`src/sv/assert_macros.svh`:
```
// Assertion helpers. Both sample on i_clk and stay off while i_rst_n is low.
`ifndef ASSERT_MACROS_SVH
`define ASSERT_MACROS_SVH

// Same-cycle implication or invariant.
`define TKS_ASSERT(lbl, prop, msg) \
    lbl: assert property (@(posedge i_clk) disable iff (!i_rst_n) prop) \
        else $error(msg);

// Trigger in one cycle, check in the next.
`define TKS_ASSERT_NEXT(lbl, trig, prop, msg) \
    lbl: assert property (@(posedge i_clk) disable iff (!i_rst_n) (trig) |=> (prop)) \
        else $error(msg);

`endif

```
`src/sv/tks_ram.sv`:
```
`timescale 1ns / 1ps
// Simple dual-port RAM, one write and one registered read per cycle.
module tks_ram #(
    parameter int W = 8,
    parameter int D = 4
) (
    input  logic                 i_clk,
    input  logic                 i_we,
    input  logic [$clog2(D)-1:0] i_waddr,
    input  logic [W-1:0]         i_wdata,
    input  logic [$clog2(D)-1:0] i_raddr,
    output logic [W-1:0]         o_rdata
);

    logic [W-1:0] r_mem [D];
    logic [W-1:0] r_rdata;

    always_ff @(posedge i_clk) begin
        if (i_we) begin
            r_mem[i_waddr] <= i_wdata;
        end
        r_rdata <= r_mem[i_raddr];
    end

    assign o_rdata = r_rdata;

endmodule
```
`config.mk`:
```
export PLATFORM = sky130hd
export DESIGN_NAME = tks_ram
export DESIGN_NICKNAME = d
export VERILOG_FILES = /design/src/sv/assert_macros.svh /design/src/sv/tks_ram.sv
export SDC_FILE = /design/constraint.sdc
export NUM_CORES = 1
export LEC_CHECK = 0
export ABC_AREA = 1
export CAP_MARGIN = 20
export CORE_UTILIZATION = 35
export CTS_CLUSTER_SIZE = 20
export DETAILED_ROUTE_END_ITERATION = 10
export DONT_BUFFER_PORTS = 1
export PLACE_DENSITY = 0.52
export SYNTH_ARGS = -nofsm -noshare
export SYNTH_HDL_FRONTEND = slang
export SYNTH_SLANG_ARGS = --single-unit
```
`constraint.sdc`:
```
create_clock -name i_clk -period 1.61 [get_ports i_clk]
set_input_delay 0.483 -clock i_clk [delete_from_list [all_inputs] [get_ports i_clk]]
set_output_delay 0.483 -clock i_clk [all_outputs]
set_load 0.02 [all_outputs]
```
# --- Word-level counts from Yosys, hierarchy flattened ---
# Memories as Yosys holds them, arrays and structs flattened. A register that Yosys moved wholly into a read port is not among the register bits.
# Index checks and enable logic that the tools add are counted.
word_totals:
  ff_bits: 0
  ramBits: 32
  inputBits: 14
  out_inout_bits: 8
  elab_cells: 3
  memories: 1
classes:
  n_mux: 2
mem_list:
  columns: ["memory", "words", "width", "read_ports", "rd_clocked_by_memory_dff", "wr", "line", "rtl"]
  rows:
  - ["r_mem", 4, 8, 1, 1, 1, "tks_ram.sv:15", "logic [W-1:0] r_mem [D];"]
op_table:
  columns: ["operator", "count"]
  rows:
  - ["$mux W1", 2]

# --- Longest topological paths before layout ---
depth:
  word_depth: 2
  ltp_mapped: 6

# --- Least setup slack after synthesis ---
# No wires, ideal clock.
synth_path:
  path_type: "in2reg"
  from: "input port i_waddr[0]"
  to: "memory r_mem[3][0], enable pin"
  arrival_time_ns: 1.163
  t_required_ns: 1.227
  slack_ns: 0.064
  path_stages: 2
  cell_sequence: "inv_1 -> nor3_1"
synth_rtl:
  columns: ["element", "line", "rtl"]
  rows:
  - ["from (decl)", "tks_ram.sv:9", "input logic [$clog2(D)-1:0] i_waddr,"]
  - ["to (decl)", "tks_ram.sv:15", null]
# Straight into the memory's write port.

# --- Worst setup path after layout ---
layout_path:
  from: "register r_rdata[2], in the netlist o_rdata[2], read port of r_mem"
  to: "output port o_rdata[2]"
layout_rtl:
  columns: ["element", "line", "rtl"]
  rows:
  - ["from (decl)", "tks_ram.sv:16", "logic [W-1:0] r_rdata;"]
  - ["to (decl)", "tks_ram.sv:12", "output logic [W-1:0] o_rdata"]
# No word-level cell between the ends.

==> results.py <==
metrics = {
    "worst_setup_path": {
        "rr_worst_depth": 4,
        "critPathKind": "reg2out",
        "timing.rr.start": "r_mem[0][1]$_DFFE_PP_",
        "reg2reg_to": "o_rdata[1]$_DFF_P_",
        "worst_ep_arrival_time_ns": 0.72,
        "cp-start-kind": "flip-flop",
        "reg2reg_slack_ns": 0.88,
        "cp_data_required_time_ns": 1.13,
        "endpoint_kind": "output port",
        "path_depth": 0,
        "crit_fanout": 1,
    },
    "finish": {
        "syn_to_final_growth_pct": 9.05,
        "finalNetCount": 162,
        "antenna_cells": 0,
        "drive_above_1_share_pct": 8.05,
    },
    "detailed_routing": {
        "viasPerCell": 4.40,
        "routed_wl_um": 2550,
        "drt_pass1_iterations": 4,
        "vias": 876,
        "drtAntennaViolNets": 0,
        "wl_per_cell_um": 12.8,
        "drc_errors": 0,
        "drt_iter0_drc": 31,
    },
    "sta": {
        "setup_violations": 0,
        "hold_viol_final": 0,
        "slew_viol_final": 0,
        "tightest_slew_ns": 0.271,
        "period_share_pct": 74.6,
        "layout_setup_ws_ns": 0.409,
        "setup-tns-final_ns": 0,
        "relSlewSlack_pct": 81.9,
        "min_period_ns": 1.20,
        "rsz0062_at_grt": "false",
        "clock-skew-final_ns": 0.00707,
        "fmax_mhz": 833,
        "whs_ns": 0.286,
    },
    "synthesis": {
        "ys_types": 10,
        "synth-seq-cells": 40,
        "yosysWarnings": 0,
        "syn_avg_cell_area_um2": 11.0,
        "synth_nets": 155,
        "synthCells": 141,
        "synth_seq_area_share_pct": 72.4,
        "syn_area_mm2": 0.00155,
    },
    "clock_tree": {
        "cts_tree": "built",
        "cts_buffer_depth": 2,
        "cts_resized": 0,
        "cts_sinks": 40,
        "post-cts-setup-buffers": 0,
        "holdBufCountCts": 0,
        "h-tree-depth": 2,
        "cts-buffers-inserted": 5,
        "cts_root_buffer": "clkbuf_8",
        "insertion_delay_ns": 0.29,
        "path_clk_slew_ns": 0.07,
    },
    "power": {
        "total_power_w": 0.00192,
        "vdd_drop_max_mv": 0.509,
        "power.density_mw_per_mm2": 1140,
        "p_leak_nw": 0.764,
    },
    "run": {
        "maxCapViolCount": 0,
    },
    "global_route": {
        "grt_pass1_vias": 856,
        "grtUsageTotal_pct": 13.2,
        "antenna_found_initial": 0,
        "grt_max_degree": 18,
        "grt_pass1_wl_um": 4160,
        "overflow": 0,
    },
    "placed_design": {
        "post-place-ws_ns": 0.390,
        "port_buffers": 0,
        "gp_congestion": 0.772,
        "hpwl_um": 1790,
    },
    "min_path": {
        "min_path_cells": 0,
        "hold_class": "in2reg",
        "worstHoldStart": "i_wdata[4]",
        "min_to": "r_mem[3][4]$_DFFE_PP_",
    },
    "floorplanning": {
        "initial_core_util_pct": 37.6,
        "std_cell_rows": 23,
        "die_y_um": 68.5,
        "die_area_mm2": 0.00469,
        "ioPinCount": 22,
        "core_mm2": 0.00412,
        "die_x_um": 68.5,
    },
    "outcome": {
        "status": "completed",
    },
}
cell type report:
type	count	area [um^2]
fillers	399	2430
inverters	37	141
clock buffers	5	68.8
multi-input cells	60	250
clock inverters	3	13.8
flip-flops and latches	40	1120
repair buffers	4	30.0
well taps	50	62.6
worst max-delay path by stage:
stage,startpoint,to
2_1_floorplan,i_waddr[0],r_mem[3][0]$_DFFE_PP_
3_3_place_gp,i_waddr[0],r_mem[3][6]$_DFFE_PP_
3_5_place_dp,i_waddr[1],r_mem[2][6]$_DFFE_PP_
4_1_cts,o_rdata[0]$_DFF_P_,o_rdata[0]
5_1_grt,o_rdata[5]$_DFF_P_,o_rdata[5]
6_report,o_rdata[2]$_DFF_P_,o_rdata[2]
stage by stage:
stage / instances / util, % / instance area [um^2]
after CTS: 199 / 41.0 / 1690
after global routing: 199 / 41.0 / 1690
final: 199 / 41.0 / 1690
after detailed placement: 191 / 39.0 / 1610
after global placement: 191 / 39.0 / 1610
after floorplan: 141 / - / 1550
where the power goes:
| part | leakage [nW] | internal [W] | switching [W] | total, W |
|---|---|---|---|---|
| logic | 0.357 | 0.0000322 | 0.0000538 | 0.0000860 |
| clock network | 0.0453 | 0.000294 | 0.000319 | 0.000613 |
| registers | 0.361 | 0.00118 | 0.0000407 | 0.00122 |
synth_stat cells:
cell type,count,share of area [%]
inv_1,36,8.7
nand2_1,40,9.7
inv_4,1,0.40
dfxtp_1,8,10
buf_4,1,0.49
edfxtp_1,32,62
nand3_1,16,5.2
nor3_1,4,1.3
buf_2,1,0.32
buf_6,2,1.5
metal layers:
metal | routed length (um) | GRT usage [%]
met1 | 1210 | 16.9
met2 | 1120 | 19.4
met3 | 168 | 5.92
met4 | 51 | 5.47
met5 | 0 | 0
cell usage in the layout (no fill, tap or decap):
master	Yosys	layout
edfxtp_1	32	32
nor3_1	4	4
dfxtp_1	8	8
buf_4	1	4
clkinv_1	0	1
nand2_1	40	40
inv_4	1	1
clkinv_2	0	2
nand3_1	16	16
clkbuf_8	0	5
inv_1	36	36
cell families after synthesis:
| kind of cell | share of synthesized area (%) |
|---|---|
| simple gates | 16.2 |
| flops | 72.4 |
| buf+inv | 11.4 |
flip-flops by register name, summed over array words and instances, names as in the netlist:
| name | cells |
|---|---|
| o_rdata | 8 |
| r_mem | 32 |
No activity file was read; power rests on OpenSTA's default activity.
